`config.mk`:
```
export PLATFORM = sky130hd
export DESIGN_NAME = axi_burst_splitter_flat
export DESIGN_NICKNAME = d
export VERILOG_FILES = /design/src/hw/rtl/axbs_pkg.sv /design/src/hw/rtl/axbs_if.sv /design/src/hw/rtl/axbs_step.sv /design/src/hw/rtl/axi_burst_splitter.sv /design/src/flat_wrapper.sv
export SDC_FILE = /design/constraint.sdc
export NUM_CORES = 1
export LEC_CHECK = 0
export BUFFER_PORTS_ARGS = -buffer_cell sky130_fd_sc_hd__buf_2
export CORE_MARGIN = 2
export CORE_UTILIZATION = 53
export DETAILED_ROUTE_END_ITERATION = 16
export GPL_TIMING_DRIVEN = 1
export PLACE_DENSITY = 0.78
export SYNTH_ARGS = -nofsm -noshare
export SYNTH_HDL_FRONTEND = slang
export SYNTH_SLANG_ARGS = --single-unit
```
`constraint.sdc`:
```
create_clock -name clock -period 7.4 [get_ports clock]
set_input_delay 0.37 -clock clock [delete_from_list [all_inputs] [get_ports clock]]
set_output_delay 0.37 -clock clock [all_outputs]
set_load 0.005 [all_outputs]
```
`src/hw/rtl/axbs_pkg.sv`:
```
// Package with shared widths, constants, types and helpers of the burst splitter.
package axbs_pkg;

   // Bus and request limits.
   localparam int BUS_BYTES  = 16;
   localparam int MAX_LENGTH = 4096;

   // Field widths of the request and response transfers.
   localparam int ADDR_W   = 64;
   localparam int LEN_W    = 17;
   localparam int OFFS_W   = 12;
   localparam int BEAT_W   = 5;
   localparam int COUNT_W  = 9;
   localparam int SIZE_W   = 3;

   // Internal widths: byte counts within one request and the 4 KB page.
   localparam int LEFT_W   = 13;
   localparam int PAGE_W   = 12;
   localparam int BYTES_W  = 16;

   // Page size and the largest beat count of one burst.
   localparam logic [LEFT_W-1:0] PAGE_BYTES = LEFT_W'(4096);
   localparam logic [LEFT_W-1:0] MAX_BEATS  = LEFT_W'(256);

   // Log2 of the widest power-of-two beat that fits the bus.
   function automatic int top_size_f();
      int beat;
      int size;
      beat = 1;
      size = 0;
      while ((beat * 2 <= BUS_BYTES) && (size < 7)) begin
         beat = beat * 2;
         size = size + 1;
      end
      return size;
   endfunction

   localparam int TOP_SIZE = top_size_f();

   // One burst as computed by the step unit, with the state it leaves behind.
   typedef struct packed {
      logic [ADDR_W-1:0]  burst_address;
      logic [OFFS_W-1:0]  byte_offset;
      logic [BEAT_W-1:0]  beat_bytes;
      logic [COUNT_W-1:0] beat_count;
      logic [SIZE_W-1:0]  size_code;
      logic               is_last;
      logic [ADDR_W-1:0]  next_address;
      logic [LEFT_W-1:0]  next_offset;
      logic [LEFT_W-1:0]  bytes_left;
   } burst_type;

endpackage

```
`src/hw/rtl/axbs_if.sv`:
```
// Valid/ready channel interfaces for requests and bursts.
interface axbs_req_if;
   logic                            valid;
   logic                            ready;
   logic [axbs_pkg::ADDR_W-1:0]     start_address;
   logic [axbs_pkg::LEN_W-1:0]      request_length;

   modport source (output valid, output start_address, output request_length, input ready);
   modport sink   (input valid, input start_address, input request_length, output ready);
endinterface

interface axbs_rsp_if;
   logic                            valid;
   logic                            ready;
   logic [axbs_pkg::ADDR_W-1:0]     burst_address;
   logic [axbs_pkg::OFFS_W-1:0]     byte_offset;
   logic [axbs_pkg::BEAT_W-1:0]     beat_bytes;
   logic [axbs_pkg::COUNT_W-1:0]    beat_count;
   logic [axbs_pkg::SIZE_W-1:0]     size_code;
   logic                            is_last;
   logic                            error;

   modport source (output valid, output burst_address, output byte_offset,
                   output beat_bytes, output beat_count, output size_code,
                   output is_last, output error, input ready);
   modport sink   (input valid, input burst_address, input byte_offset,
                   input beat_bytes, input beat_count, input size_code,
                   input is_last, input error, output ready);
endinterface

```
`src/hw/rtl/axbs_step.sv`:
```
// Burst step unit: sizes one burst from the current address and bytes left.
module axbs_step (
   input  logic [axbs_pkg::ADDR_W-1:0]  cur_address,
   input  logic [axbs_pkg::LEFT_W-1:0]  cur_offset,
   input  logic [axbs_pkg::LEFT_W-1:0]  cur_left,
   output axbs_pkg::burst_type          burst
);

   logic [axbs_pkg::SIZE_W-1:0]  size;
   logic [axbs_pkg::LEFT_W-1:0]  by_length;
   logic [axbs_pkg::LEFT_W-1:0]  to_edge;
   logic [axbs_pkg::LEFT_W-1:0]  beats;
   logic [axbs_pkg::BYTES_W-1:0] bytes;
   logic [axbs_pkg::LEFT_W-1:0]  bytes_short;
   logic [7:0]                   beat_wide;

   // Widest beat that fits the bytes left and divides the address. The fit
   // conditions are monotonic, so the last size that fits is the widest.
   always_comb begin
      size = '0;
      for (int s = 1; s <= axbs_pkg::TOP_SIZE; s++) begin
         if ((cur_left >= (axbs_pkg::LEFT_W'(1) << s)) &&
             ((cur_address & ((axbs_pkg::ADDR_W'(1) << s) - axbs_pkg::ADDR_W'(1))) == '0)) begin
            size = axbs_pkg::SIZE_W'(s);
         end
      end
   end

   // Beat count is the smallest of the length limit, the burst limit and
   // the beats left before the next 4 KB boundary.
   always_comb begin
      by_length = cur_left >> size;
      to_edge   = (axbs_pkg::PAGE_BYTES - {1'b0, cur_address[axbs_pkg::PAGE_W-1:0]}) >> size;
      beats     = by_length;
      if (beats > axbs_pkg::MAX_BEATS) begin
         beats = axbs_pkg::MAX_BEATS;
      end
      if (beats > to_edge) begin
         beats = to_edge;
      end
      bytes       = axbs_pkg::BYTES_W'(beats) << size;
      bytes_short = bytes[axbs_pkg::LEFT_W-1:0];
      beat_wide   = 8'(1) << size;
   end

   // Burst fields and the state that the next step starts from.
   always_comb begin
      burst.burst_address = cur_address;
      burst.byte_offset   = cur_offset[axbs_pkg::OFFS_W-1:0];
      burst.beat_bytes    = beat_wide[axbs_pkg::BEAT_W-1:0];
      burst.beat_count    = beats[axbs_pkg::COUNT_W-1:0];
      burst.size_code     = size;
      burst.is_last       = (bytes_short == cur_left);
      burst.next_address  = cur_address + axbs_pkg::ADDR_W'(bytes);
      burst.next_offset   = cur_offset + bytes_short;
      burst.bytes_left    = cur_left - bytes_short;
   end

endmodule

```
`src/hw/rtl/axi_burst_splitter.sv`:
```
// Top level of the AXI INCR burst splitter.
//
// A request transfer (start address, byte length) is split into AXI INCR
// bursts that never cross a 4 KB boundary, each using the widest beat that
// fits the bytes left and the address alignment, with at most 256 beats. A
// request of zero length, of more than MAX_LENGTH bytes, or whose start
// address plus length overflows 64 bits yields one response with error
// set and all other fields zero. A single step unit sizes one burst per
// cycle while the response register is empty or being taken; the request
// side is ready only while no request is being split. The response
// register lets the next request be taken while the final burst still
// waits to be taken.
module axi_burst_splitter (
   input  logic      clock,
   input  logic      reset,
   axbs_req_if.sink  req_chan,
   axbs_rsp_if.source rsp_chan
);

   localparam logic ST_IDLE = 1'b0;
   localparam logic ST_RUN  = 1'b1;

   logic                            state_ff, state_in;
   logic [axbs_pkg::ADDR_W-1:0]     addr_ff, addr_in;
   logic [axbs_pkg::LEFT_W-1:0]     offset_ff, offset_in;
   logic [axbs_pkg::LEFT_W-1:0]     left_ff, left_in;
   logic                            err_ff, err_in;

   logic                            rsp_valid_ff, rsp_valid_in;
   logic [axbs_pkg::ADDR_W-1:0]     rsp_addr_ff, rsp_addr_in;
   logic [axbs_pkg::OFFS_W-1:0]     rsp_offs_ff, rsp_offs_in;
   logic [axbs_pkg::BEAT_W-1:0]     rsp_beat_ff, rsp_beat_in;
   logic [axbs_pkg::COUNT_W-1:0]    rsp_count_ff, rsp_count_in;
   logic [axbs_pkg::SIZE_W-1:0]     rsp_size_ff, rsp_size_in;
   logic                            rsp_last_ff, rsp_last_in;
   logic                            rsp_err_ff, rsp_err_in;

   logic                            req_take;
   logic                            slot_free;
   logic                            emit;
   logic [axbs_pkg::ADDR_W:0]       end_sum;
   logic                            bad_request;
   axbs_pkg::burst_type             burst;

   // Single burst step unit.
   axbs_step u_step (
      .cur_address (addr_ff),
      .cur_offset  (offset_ff),
      .cur_left    (left_ff),
      .burst       (burst)
   );

   // Handshakes and request checks.
   assign req_chan.ready = (state_ff == ST_IDLE);
   assign req_take       = req_chan.valid && req_chan.ready;
   assign slot_free      = !rsp_valid_ff || rsp_chan.ready;
   assign emit           = (state_ff == ST_RUN) && slot_free;
   assign end_sum        = {1'b0, req_chan.start_address} +
                           (axbs_pkg::ADDR_W + 1)'(req_chan.request_length);
   assign bad_request    = (req_chan.request_length == '0) ||
                           (req_chan.request_length > axbs_pkg::LEN_W'(axbs_pkg::MAX_LENGTH)) ||
                           end_sum[axbs_pkg::ADDR_W];

   // Sequencer: load a request, then emit one burst, or one error response, per free response slot.
   always_comb begin
      state_in     = state_ff;
      addr_in      = addr_ff;
      offset_in    = offset_ff;
      left_in      = left_ff;
      err_in       = err_ff;
      rsp_valid_in = rsp_valid_ff && !rsp_chan.ready;
      rsp_addr_in  = rsp_addr_ff;
      rsp_offs_in  = rsp_offs_ff;
      rsp_beat_in  = rsp_beat_ff;
      rsp_count_in = rsp_count_ff;
      rsp_size_in  = rsp_size_ff;
      rsp_last_in  = rsp_last_ff;
      rsp_err_in   = rsp_err_ff;
      if (req_take) begin
         state_in  = ST_RUN;
         addr_in   = req_chan.start_address;
         offset_in = '0;
         left_in   = req_chan.request_length[axbs_pkg::LEFT_W-1:0];
         err_in    = bad_request;
      end
      if (emit) begin
         rsp_valid_in = 1'b1;
         if (err_ff) begin
            rsp_addr_in  = '0;
            rsp_offs_in  = '0;
            rsp_beat_in  = '0;
            rsp_count_in = '0;
            rsp_size_in  = '0;
            rsp_last_in  = 1'b0;
            rsp_err_in   = 1'b1;
            state_in     = ST_IDLE;
         end else begin
            rsp_addr_in  = burst.burst_address;
            rsp_offs_in  = burst.byte_offset;
            rsp_beat_in  = burst.beat_bytes;
            rsp_count_in = burst.beat_count;
            rsp_size_in  = burst.size_code;
            rsp_last_in  = burst.is_last;
            rsp_err_in   = 1'b0;
            addr_in      = burst.next_address;
            offset_in    = burst.next_offset;
            left_in      = burst.bytes_left;
            if (burst.is_last) begin
               state_in = ST_IDLE;
            end
         end
      end
   end

   // Control registers.
   always_ff @(posedge clock) begin
      if (reset) begin
         state_ff     <= ST_IDLE;
         rsp_valid_ff <= 1'b0;
      end else begin
         state_ff     <= state_in;
         rsp_valid_ff <= rsp_valid_in;
      end
   end

   // Working state and response payload.
   always_ff @(posedge clock) begin
      addr_ff      <= addr_in;
      offset_ff    <= offset_in;
      left_ff      <= left_in;
      err_ff       <= err_in;
      rsp_addr_ff  <= rsp_addr_in;
      rsp_offs_ff  <= rsp_offs_in;
      rsp_beat_ff  <= rsp_beat_in;
      rsp_count_ff <= rsp_count_in;
      rsp_size_ff  <= rsp_size_in;
      rsp_last_ff  <= rsp_last_in;
      rsp_err_ff   <= rsp_err_in;
   end

   // Response outputs.
   assign rsp_chan.valid         = rsp_valid_ff;
   assign rsp_chan.burst_address = rsp_addr_ff;
   assign rsp_chan.byte_offset   = rsp_offs_ff;
   assign rsp_chan.beat_bytes    = rsp_beat_ff;
   assign rsp_chan.beat_count    = rsp_count_ff;
   assign rsp_chan.size_code     = rsp_size_ff;
   assign rsp_chan.is_last       = rsp_last_ff;
   assign rsp_chan.error         = rsp_err_ff;

endmodule

```
`src/flat_wrapper.sv`:
```
// flat-port wrapper written by rule: the top's interface ports become plain ports
module axi_burst_splitter_flat 
  (clock, reset, req_chan_valid, req_chan_start_address, req_chan_request_length, req_chan_ready, rsp_chan_valid, rsp_chan_burst_address, rsp_chan_byte_offset, rsp_chan_beat_bytes, rsp_chan_beat_count, rsp_chan_size_code, rsp_chan_is_last, rsp_chan_error, rsp_chan_ready);
  axbs_req_if req_chan_i ();
  axbs_rsp_if rsp_chan_i ();
  input  logic clock;
  input  logic reset;
  input wire logic [$bits(req_chan_i.valid)-1:0] req_chan_valid;
  input wire logic [$bits(req_chan_i.start_address)-1:0] req_chan_start_address;
  input wire logic [$bits(req_chan_i.request_length)-1:0] req_chan_request_length;
  output wire logic [$bits(req_chan_i.ready)-1:0] req_chan_ready;
  output wire logic [$bits(rsp_chan_i.valid)-1:0] rsp_chan_valid;
  output wire logic [$bits(rsp_chan_i.burst_address)-1:0] rsp_chan_burst_address;
  output wire logic [$bits(rsp_chan_i.byte_offset)-1:0] rsp_chan_byte_offset;
  output wire logic [$bits(rsp_chan_i.beat_bytes)-1:0] rsp_chan_beat_bytes;
  output wire logic [$bits(rsp_chan_i.beat_count)-1:0] rsp_chan_beat_count;
  output wire logic [$bits(rsp_chan_i.size_code)-1:0] rsp_chan_size_code;
  output wire logic [$bits(rsp_chan_i.is_last)-1:0] rsp_chan_is_last;
  output wire logic [$bits(rsp_chan_i.error)-1:0] rsp_chan_error;
  input wire logic [$bits(rsp_chan_i.ready)-1:0] rsp_chan_ready;
  assign req_chan_i.valid = req_chan_valid;
  assign req_chan_i.start_address = req_chan_start_address;
  assign req_chan_i.request_length = req_chan_request_length;
  assign req_chan_ready = req_chan_i.ready;
  assign rsp_chan_valid = rsp_chan_i.valid;
  assign rsp_chan_burst_address = rsp_chan_i.burst_address;
  assign rsp_chan_byte_offset = rsp_chan_i.byte_offset;
  assign rsp_chan_beat_bytes = rsp_chan_i.beat_bytes;
  assign rsp_chan_beat_count = rsp_chan_i.beat_count;
  assign rsp_chan_size_code = rsp_chan_i.size_code;
  assign rsp_chan_is_last = rsp_chan_i.is_last;
  assign rsp_chan_error = rsp_chan_i.error;
  assign rsp_chan_i.ready = rsp_chan_ready;
  axi_burst_splitter u_core (.clock(clock), .reset(reset), .req_chan(req_chan_i), .rsp_chan(rsp_chan_i));
endmodule
```
# After elaboration in Yosys (flattened, before gate mapping)
# Cells that the tools add are included.
[classes] add_sub_neg=5 bitwise_logic=1 n_reduce_logical=17 n_lt_le_gt_ge=7 n_shift=4 n_eq_ne=1 muxes=21
[op_table] op="64-bit zero test" count=4
[op_table] op="64-bit 2-to-1 mux" count=3
[op_table] op="13-bit 2-to-1 mux" count=8
[op_table] op="64-bit by 17-bit adder with 65-bit output" count=1
[op_table] op="64-bit by 16-bit adder with 64-bit output" count=1
[op_table] op="13-bit by 3-bit >> shifter with 13-bit output" count=2
[op_table] op="17-bit by 13-bit > comparator with 1-bit output, second input constant" count=1
[op_table] op="17-bit zero test" count=1
[op_table] op="13-bit by 3-bit << shifter with 16-bit output" count=1
[op_table] op="13-bit adder" count=1
[op_table] op="13-bit == test" count=1
[op_table] op="13-bit by 2-bit >= comparator with 1-bit output, second input constant" count=1
[op_table] op="13-bit by 3-bit >= comparator with 1-bit output, second input constant" count=1
[op_table] op="13-bit by 4-bit >= comparator with 1-bit output, second input constant" count=1
[op_table] op="13-bit by 5-bit >= comparator with 1-bit output, second input constant" count=1
[op_table] op="13-bit > comparator" count=1
[op_table] op="13-bit by 9-bit > comparator with 1-bit output, second input constant" count=1
[op_table] op="13-bit by 12-bit subtractor with 13-bit output, first input constant" count=1
[op_table] op="13-bit subtractor" count=1
[op_table] op="1-bit logical AND" count=7
[op_table] op="1-bit 2-to-1 mux" count=7
[op_table] op="1-bit by 3-bit << shifter with 5-bit output, first input constant" count=1
[op_table] op="2-bit 2-to-1 mux" count=2
[op_table] op="1-bit logical OR" count=3
[op_table] op="3 further kinds" count=4
[word_totals] inputBits=85 out_inout_bits=97 ff_bits=188

# Logic depth before layout (Yosys ltp)
# Gate-level depths: netlist of the first run.
[depth] ltp_word=16 depth_mapped=35

# Hierarchy
# A second synthesis of the first run with hierarchy kept.
[unflattened] hier_cells=1443 area_unflattened_um2=13128.8
[by_module_without_submodules] mod="axi_burst_splitter" cells_each=664 seq_area_each_um2=4724.5 area_each_um2=7756.2 n_inst=1
[by_module_without_submodules] mod="axbs_step" cells_each=779 seq_area_each_um2=0.0 area_each_um2=5372.7 n_inst=1

# Worst setup path before layout of the first run
# No wires, ideal clock.
[synth_timing] path_type="register to register" startpoint="register u_core.addr_ff[0] (netlist bit)" endpoint="register u_core.addr_ff[38] (netlist bit)" required_ns=7.314 path_stages_with_launch=33 arrival_ns=7.589 period_less_slack_ns=7.675 n_path_buf=4 slack_ns=-0.275 cell_sequence="dfxtp_1 inv_1 ha_1 clkbuf_1 nor3b_1 o31a_1 buf_2 a21oi_1 a31oi_4 and2_2 inv_2 nor4b_1 ha_1 o211ai_1 a211o_1 a31oi_1 o21a_1 clkbuf_1 mux2_2 nand2_1 and3_1 fa_1 a21o_1 a21oi_1 o21bai_1 a211oi_1 o21bai_1 a41oi_1 and2_1 clkbuf_1 nor4_1 a311oi_1 a211oi_1"
[synth_between] elab_chain_cells=15 word_cells_on_any_way=23
[synth_rtl] element="from (decl)" line="axi_burst_splitter.sv:24" source="logic [axbs_pkg::ADDR_W-1:0] addr_ff, addr_in;"
[synth_rtl] element="from (signal assigned)" line="axi_burst_splitter.sv:128" source="addr_ff <= addr_in;"
[synth_rtl] element="64-bit zero test" line="axbs_step.sv:23" source="((cur_address & ((axbs_pkg::ADDR_W'(1) << s) - axbs_pkg::ADDR_W'(1))) == '0)) begin"
[synth_rtl] element="1-bit logical AND" line="axbs_step.sv:22" source="if ((cur_left >= (axbs_pkg::LEFT_W'(1) << s)) &&"
[synth_rtl] element="1-bit 2-to-1 mux" line="axbs_step.sv:22"
[synth_rtl] element="2-bit 2-to-1 mux (2 in a row)" line="axbs_step.sv:22"
[synth_rtl] element="3-bit 2-to-1 mux" line="axbs_step.sv:22"
[synth_rtl] element="13-bit by 3-bit >> shifter with 13-bit output" line="axbs_step.sv:32" source="by_length = cur_left >> size;"
[synth_rtl] element="13-bit by 9-bit > comparator with 1-bit output" line="axbs_step.sv:35" source="if (beats > axbs_pkg::MAX_BEATS) begin"
[synth_rtl] element="13-bit 2-to-1 mux" line="axbs_step.sv:35"
[synth_rtl] element="13-bit > comparator" line="axbs_step.sv:38" source="if (beats > to_edge) begin"
[synth_rtl] element="13-bit 2-to-1 mux" line="axbs_step.sv:38"
[synth_rtl] element="13-bit by 3-bit << shifter with 16-bit output" line="axbs_step.sv:41" source="bytes = axbs_pkg::BYTES_W'(beats) << size;"
[synth_rtl] element="64-bit by 16-bit adder with 64-bit output (*)" line="axbs_step.sv:54" source="burst.next_address = cur_address + axbs_pkg::ADDR_W'(bytes);"
[synth_rtl] element="64-bit 2-to-1 mux (*)" line="axi_burst_splitter.sv:88" source="if (err_ff) begin"
[synth_rtl] element="64-bit 2-to-1 mux (*)" line="axi_burst_splitter.sv:86" source="if (emit) begin"
[synth_rtl] element="named net u_core.addr_in (one bit)" line="axi_burst_splitter.sv:24"
# The timed path passes the listed nets; every way through them passes the cells marked *.
# A chain may end at the register's enable or synchronous reset.

# Worst setup path in the final report of the first run
[layout_timing] startpoint="register u_core.left_ff[8] (netlist bit)" endpoint="register u_core.addr_ff[59] (netlist bit)"
[layout_between] elab_chain_cells=15 word_cells_on_any_way=22
[layout_rtl] element="from (decl)" line="axi_burst_splitter.sv:26" source="logic [axbs_pkg::LEFT_W-1:0] left_ff, left_in;"
[layout_rtl] element="from (signal assigned)" line="axi_burst_splitter.sv:130" source="left_ff <= left_in;"
[layout_rtl] element="13-bit by 2-bit >= comparator with 1-bit output" line="axbs_step.sv:22"
[layout_rtl] element="1-bit logical AND" line="axbs_step.sv:22"
[layout_rtl] element="1-bit 2-to-1 mux" line="axbs_step.sv:22"
[layout_rtl] element="2-bit 2-to-1 mux (2 in a row)" line="axbs_step.sv:22"
[layout_rtl] element="3-bit 2-to-1 mux" line="axbs_step.sv:22"
[layout_rtl] element="13-bit by 3-bit >> shifter with 13-bit output" line="axbs_step.sv:32"
[layout_rtl] element="13-bit by 9-bit > comparator with 1-bit output" line="axbs_step.sv:35"
[layout_rtl] element="13-bit 2-to-1 mux" line="axbs_step.sv:35"
[layout_rtl] element="13-bit > comparator" line="axbs_step.sv:38"
[layout_rtl] element="13-bit 2-to-1 mux" line="axbs_step.sv:38"
[layout_rtl] element="13-bit by 3-bit << shifter with 16-bit output (*)" line="axbs_step.sv:41"
[layout_rtl] element="64-bit by 16-bit adder with 64-bit output (*)" line="axbs_step.sv:54"
[layout_rtl] element="64-bit 2-to-1 mux (*)" line="axi_burst_splitter.sv:88"
[layout_rtl] element="64-bit 2-to-1 mux (*)" line="axi_burst_splitter.sv:86"
[layout_rtl] element="named net u_core.addr_in (one bit)" line="axi_burst_splitter.sv:24"
# Marks and branches as above.

==> flow_results.org, run 1 <==
** Critical path
- Setup slack on the worst reg-to-reg path comes out at 0.20 ns.
- Crit. End Element :: flop
- Type of the setup path with the least slack :: reg2reg
- Setup crit start kind :: flop
- Crit path arrival time :: 7.55 ns
- Among all stages on the critical path, the largest delay is contributed by or4_1.
- CP Max Fanout :: 7
- Crit-path most repeated cell :: buf_4
- STA puts the critical path data required time at roughly 7.8 ns.
- Worst stage delay on the critical path :: 0.60 ns

** Power
- The internal power of the cells totals 0.00286 W.
- In this run, the clock network consumes 19.4% of the power.
- Overall power consumption after layout is estimated at 0.00494 W.
- Logic pwr share :: 54.2%
- Switching power of the nets :: approximately 0.0021 W
- Leakage Power :: approximately 6.3 nW
- Pwr per Cell Area :: 330 nW/um2
- Switching Fraction :: 42.0%
- Proportion of power drawn by flip-flops and latches :: roughly a quarter
- Across the VDD grid, the largest voltage drop is 0.170 mV.

** GRT
- The via count of the first global-routing pass is approximately 11000.
- Pin count of the biggest net entering global routing :: 74
- Global Route Usage Sum :: 32.9%
- The initial antenna violation count was 1.
- Global routing finished with a remaining overflow of 0.
- The first global-routing pass estimated between 60 and 70 mm of wire.

** Synthesis
- The synthesized netlist devotes approximately 22% of its cell area to compound gates.
- Most used flip-flop cell after synthesis :: edfxtp_1
- Parity-gate share of the synthesized area counting xor and xnor cells :: 3.17%
- Each instance of the synthesized netlist takes up on average 8.91 um2.
- During synthesis, Yosys emitted a total of 0 warnings.
- Library cell occupying the most area in the post-synthesis netlist :: edfxtp_1
- Largest family of logic cells by synthesized area :: compound AO/OA/AOI/OAI gates
- After synthesis, the largest area contributor takes up 24.0% of total cell area.
- Synth Area in Adders :: 7.79%
- The share of the Yosys chip area taken by registers is about two fifths.
- Number of distinct standard cells referenced by the synthesized netlist :: 96
- The synthesized design contains 96 enable-type register cells.
- Counting flops with an async set or reset pin after synthesis yields a share of 0%.
- The cell count after synthesis came out at 1349.
- Synthesized cell area :: 12000 um2
- The portion of synthesized area spent on multiplexers is 1.39%.
- Post-Synth Simple-Gate Area :: around 22%
- Top cells by area in the synthesized netlist :: edfxtp_1, dfxtp_1, ha_1
- After synthesis the netlist holds a flip-flop and latch count of 187.

** Routing
- Post-route DRC :: 0
- Using the TritonRoute via totals, the vias-per-cell ratio works out to 6.27.
- For this run, the detailed router's first-pass iteration total came to 5.
- Dividing the detail-routed wire length by the instance count gives 20.6 um.
- The count of nets left with antenna violations once routing finished came out at 0.
- The routed design has around 40 mm of wire.
- Number of vias after detailed routing :: 12100
- DR iter-0 viols :: 1139

** Timing
- Final slew viol count :: 0
- Across the routed clock network, the largest skew measured is 0.0158 ns.
- Max frequency :: 0.139 GHz
- Portion of the clock cycle consumed by the worst path in the final layout :: 97.2%
- The hold violation total from the final report came to 0.
- Finish-stage setup viols :: 0
- For the finished layout, the period the worst path requires is between 7 and 8 ns.
- Worst slew slack as a fraction of its limit :: 43.3%
- Setup repair after global routing could not meet its margin everywhere.
- For the pin with the worst max-slew slack, the measured transition is 0.851 ns.

** Die
- Width of the chip :: 155 um
- The core region is 22400 um2.
- Height of the die :: 155 um
- Number of I/O pins :: around 180
- The die covers around 24000 um2.
- The initialized floorplan defines 55 standard-cell rows.
- Once the floorplan was initialized, standard cells occupied 53.6% of the core.

** Clock tree
- Clock tree sinks :: 187
- Count of H-tree levels built during CTS :: 4
- Worst skew pair latency :: 0.44 ns
- Maximum clock path buffer count :: 2
- In this run, post-CTS hold repair placed 0 buffers.
- Inserted Clock Buffers :: 17
- TritonCTS built the clock tree.
- Clock tree synthesis selected as its root buffer the cell clkbuf_16.
- After clock tree synthesis, the clock-pin slew on the worst setup and hold paths is 0.08 ns.

** Place
- Routability-driven placement finished with a final weighted congestion of 0.993.
- The HPWL after detailed placement is approximately 30 mm.
- Buffers placed on the I/O ports in this run total 181.

** Cells and area
- Storage cell area :: 4700 um2
- Number of nets in the layout :: 1785
- Of the cells placed in the final design, the portion with a size suffix greater than 1 is 26.8%.
- From synthesis to final layout, the design area changed by 24.3%.
- Measured on the finished design, the core utilization comes to 66.6%.
- Most common library cell in the layout ignoring fill and taps :: buf_2
- In the final layout, the multi-input gates occupy roughly 7100 um2.
- Leading cell types in the layout, fill and taps excluded :: buf_2, buf_4, nand2_1
- Fill cells in the final layout number 1859.

** Run status
- Outcome :: finished clean

** Worst hold path
- HP Class :: in2reg

** Job
- The tool flagged a number of max-cap violations equal to 0.
==> metal layers <==
| metal | GRT usage (%) | vias to the layer above | wire (um) |
|---|---|---|---|
| met5 | 0 | - | 0 |
| met4 | 13.0 | 0 | 1500 |
| met3 | 6.05 | 99 | 3600 |
| met2 | 51.0 | 644 | 17800 |
| met1 | 45.8 | 5758 | 16800 |
| li1 | - | 5582 | - |
==> area by class of cell <==
cell class                      instances  area share (%)
Multi-Input combinational cell       1054            47.4
Clock inverter                         14            1.09
Antenna cell                            1          0.0168
Timing Repair Buffer                  332            13.7
Clock buffer                           18            3.02
Inverter                               35           0.896
Tap cell                              285            2.39
Sequential cell                       187            31.5
==> stage by stage <==
step	std cells	setup TNS [ns]	setup WS [ns]	area (um2)	hold WS, ns
floorplan	1355	0	0.0375	12100	0.424
global placement	1887	-0.0434	-0.0434	14100	0.458
detailed placement	1887	-0.847	-0.180	14100	0.454
CTS	1923	0	0.0499	14800	0.0983
global route	1925	-0.0841	-0.0513	14900	0.0967
finish	1926	0	0.204	14900	0.103
==> critical path, delay by kind of cell, from the launching register on <==
| kind | cells | cell delay, ns |
|---|---|---|
| simple gates | 12 | 2.93 |
| compound gates | 10 | 2.11 |
| buf+inv | 3 | 0.62 |
| mux | 2 | 0.60 |
| fa+ha+maj | 2 | 0.49 |
| flops | 1 | 0.32 |
==> cells by family (layout without fill, tap and decap cells) <==
group	count (synthesis)	after routing
simple gates	541	541
compound gates	375	375
flops	187	187
buf+inv	114	399
fa+ha+maj	73	73
xor+xnor	42	42
mux	16	16
other cells	1	8
==> synth_stat cells (all sizes together), types with 12 or more instances <==
| cell type | instances |
|---|---|
| xnor2 | 21 |
| o31ai | 12 |
| a21oi | 71 |
| mux2i | 13 |
| o211ai | 23 |
| clkbuf | 57 |
| a311oi | 15 |
| nor2b | 75 |
| o21ai | 66 |
| dfxtp | 91 |
| inv | 35 |
| buf | 22 |
| ha | 70 |
| nor2 | 130 |
| nand4 | 24 |
| nor3 | 32 |
| o22ai | 16 |
| nand2 | 146 |
| and3 | 12 |
| edfxtp | 96 |
| a211oi | 31 |
| a31oi | 32 |
| nand3 | 45 |
| xor2 | 20 |
| nor4 | 18 |
| a21o | 26 |
==> flip-flops by register name (all words and copies together), names as in the netlist <==
signal	flops
u_core.addr_ff	64
u_core.rsp_chan.burst_address	64
u_core.left_ff	13
u_core.offset_ff	12
u_core.rsp_chan.byte_offset	12
u_core.rsp_chan.beat_count	9
u_core.rsp_chan.beat_bytes	5
u_core.rsp_chan.size_code	3
u_core.err_ff	1
u_core.rsp_chan.error	1
u_core.rsp_chan.is_last	1
u_core.rsp_chan.valid	1
u_core.state_ff	1
==> power groups by stage <==
stage	Clock [W]	Sequential, W	Combinational [W]
floorplan	0	0.00131	0.00157
global placement	0	0.00132	0.00250
detailed placement	0	0.00132	0.00252
CTS	0.000962	0.00130	0.00256
global route	0.00100	0.00131	0.00287
finish	0.000957	0.00130	0.00268
==> path summary, 6_finish.rpt <==
| check | from | to | depth (start not counted) |
|---|---|---|---|
| worst min-delay path | reset | u_core.rsp_chan.valid$_SDFF_PP0_ | 2 |
| worst max register to register | u_core.left_ff[8]$_DFF_P_ | u_core.addr_ff[59]$_DFF_P_ | 29 |
| worst min register to register | u_core.offset_ff[11]$_DFF_P_ | u_core.offset_ff[11]$_DFF_P_ | 1 |
| worst max-delay path | u_core.left_ff[8]$_DFF_P_ | u_core.addr_ff[59]$_DFF_P_ | 29 |
==> what timing repair did <==
action,in CTS,in global routing
gates resized for setup,3,29
pin swaps,3,6
buffers inserted,4,2
endpoints found under the setup margin,18,59
gates cloned,0,0
(Power assumes the default switching activity.)
==> inputs of run 2 (changes only) <==
--- a/config.mk
+++ b/config.mk
@@ -10,7 +10,9 @@
 export CORE_UTILIZATION = 53
 export DETAILED_ROUTE_END_ITERATION = 16
 export GPL_TIMING_DRIVEN = 1
+export HOLD_SLACK_MARGIN = 0.05
 export PLACE_DENSITY = 0.78
+export REMOVE_ABC_BUFFERS = 1
 export SYNTH_ARGS = -nofsm -noshare
 export SYNTH_HDL_FRONTEND = slang
 export SYNTH_SLANG_ARGS = --single-unit
==> run 2 against run 1 <==
Global-route usage rose by 0.16 points. Critical path depth is 4 higher. Final cell count grew 2.8%. Clock power shrank 1%. Worst setup slack gained 0.019 ns. Combinational power rose by 9.0%. Register-to-register slack improved by 0.02 ns. Largest cell class unchanged.
==> flow_results.org, run 2 (same netlist as run 1, synthesis figures left out) <==
** Routing
- The detailed router put a total of between 15 and 20 mm of wire on met1.
- DR iter-0 viols :: around 1300
- First-pass detailed-route iteration total :: 5
- Number of vias after detailed routing :: 12200
- The detail route stage leaves a number of antenna-violating nets equal to 0.
- Routed wire length on met2 :: approximately 18 mm
- Post-route DRC :: 0
- DRT Wirelength :: roughly 41 mm
- The routed design uses 3.52 mm of met3 wire.
- Avg WL per Cell :: 20.5 um
- Highest routed layer :: met4
- Using the TritonRoute via totals, the vias-per-cell ratio works out to 6.17.

** Critical path
- For the worst setup path, the data required time is 7.75 ns.
- Crit-path most repeated cell :: buf_4
- Data on the critical path arrives at its endpoint at 7.53 ns.
- Reg2Reg Setup Slack :: 0.22 ns
- Highest-delay cell along the critical path :: or4_4
- The largest single stage delay on the critical path is 0.55 ns.
- Crit. End Element :: flop
- Setup crit start kind :: flop
- In this run the worst path has a maximum fanout of 12.
- Type of the setup path with the least slack :: reg2reg

** Timing
- Portion of the clock cycle consumed by the worst path in the final layout :: 97.0%
- The max-slew violation count is 0.
- Setup violations remaining at the end of the flow were counted as 0.
- The clock arrives with 0.0234 ns of skew.
- Final critical path time including I/O delays and setup :: a little over 7 ns
- Max frequency :: 0.139 GHz
- The hold violation total from the final report came to 0.
- Worst slew slack as a fraction of its limit :: 44.5%
- For the pin with the worst max-slew slack, the measured transition is ~0.83 ns.

** Place
- Detailed placement ended at an HPWL of 30.3 mm.
- Last weighted congestion value of the routability-driven placer :: 0.987
- After detailed placement, the design holds a cell count of roughly 1900.
- # port buffers :: 181

** Cells and area
- The library cell used most frequently in the layout, excluding fill and tap cells, is buf_4.
- In the final layout, the share of cells above drive strength 1 is 29.9%.
- Leading cell types in the layout, fill and taps excluded :: buf_4, buf_2, nand2_1
- Compared with the post-synthesis result, the final layout area differs by 28.9%.
- Area of the multi-input gates :: approximately 7200 um2
- Filler cell count :: 1763
- The sequential cells in the finished layout cover a total of around 4700 um2.
- In the final design database the tool counted between 1500 and 2000 nets.
- Post-route non-filler standard cell count :: 1980

** Worst hold path
- HP Class :: in2reg

** Die
- Number of I/O pins :: 182
- Width of the chip :: 155 um
- The die covers 23900 um2.
- The core region is 22400 um2.
- After floorplanning, the core was divided into 55 placement rows.
- Initial core utilization :: ~54%
- Height of the die :: 155 um

** Job
- Max-cap violations in this run came to 0.

** Clock tree
- Inserted Clock Buffers :: 17
- Count of H-tree levels built during CTS :: 4
- TritonCTS built the clock tree.
- Maximum clock path buffer count :: 2
- CTS Root Cell :: clkbuf_16
- Buffers inserted to repair hold after CTS numbered 0.
- For the worst-skew pair, the clock arrives at the later sink with an insertion delay of 0.45 ns.
- Clock tree sinks :: roughly 190
- Clock-pin slew was measured on the worst setup and hold paths at 0.08 ns.

** GRT
- Antenna violations before repair :: 1
- After global routing the overflow that remains totals 0.
- Pin count of the biggest net entering global routing :: 75
- The via count of the first global-routing pass came to 11500.
- Wire length of the first global-routing pass :: 62.4 mm
- Global Route Usage Sum :: 33.1%

** Power
- Leakage Power :: 6.54 nW
- The design draws roughly 0.0052 W.
- For this design the ratio of total power to cell area is 333 nW/um2.
- Largest vdd supply drop :: 0.205 mV

** Run status
- The flow ran to the end, and the final reports show no timing, DRC or antenna violations.
==> run 2: final timing paths <==
check | cells past startpoint | startpoint | endpoint
min | 2 | reset | u_core.state_ff$_SDFF_PP0_
max | 33 | u_core.left_ff[6]$_DFF_P_ | u_core.addr_ff[34]$_DFF_P_
max reg2reg | 33 | u_core.left_ff[6]$_DFF_P_ | u_core.addr_ff[34]$_DFF_P_
min reg2reg | 1 | u_core.offset_ff[11]$_DFF_P_ | u_core.offset_ff[11]$_DFF_P_
==> run 2: critical path, delay by kind of cell (launching register included) <==
kind            cells  cell delay, ns
flops               1            0.31
simple gates        7            1.85
compound gates     14            2.95
mux                 1            0.12
buf+inv             9            1.31
fa+ha+maj           2            0.53
==> run 2: area by class of cell <==
class / count / area share [%]
antenna: 2 / 0.0323
clock buffer: 18 / 2.77
clock inverter: 14 / 1.11
inverter: 35 / 0.864
multi-input combinational: 1054 / 46.4
sequential: 187 / 30.4
tap: 285 / 2.30
timing repair buffer: 385 / 16.1
==> run 2: stage by stage <==
stage	worst slack (ns)	hold WS, ns	utilization (%)	setup TNS (ns)	instance area (um2)
after floorplan	-1.33	0.437	-	-54.61	11700
after global placement	-0.00179	0.455	64.8	-0.00179	14500
after detailed placement	-0.113	0.463	64.8	-0.347	14500
after CTS	0.00924	0.108	67.6	0	15200
after global routing	-0.0746	0.109	69.1	-0.415	15500
final	0.222	0.116	69.1	0	15500
==> run 2: metal layers <==
| layer | vias up | GRT usage (%) |
|---|---|---|
| met5 | - | 0 |
| met4 | 0 | 11.6 |
| met3 | 99 | 5.30 |
| met2 | 670 | 50.8 |
| met1 | 5750 | 47.4 |
| li1 | 5700 | - |
==> run 2: where the power goes <==
part	switching (W)	total [W]	internal (W)
Combinational	0.00157	0.00292	0.00136
Sequential	0.0000947	0.00130	0.00120
Clock	0.000486	0.000944	0.000458
==> run 2: repair_timing <==
action	CTS	global route
gates resized for setup	5	54
setup buffers	0	8
pin swaps	0	28
hold endpoints to repair	0	0
setup endpoints to repair	10	60
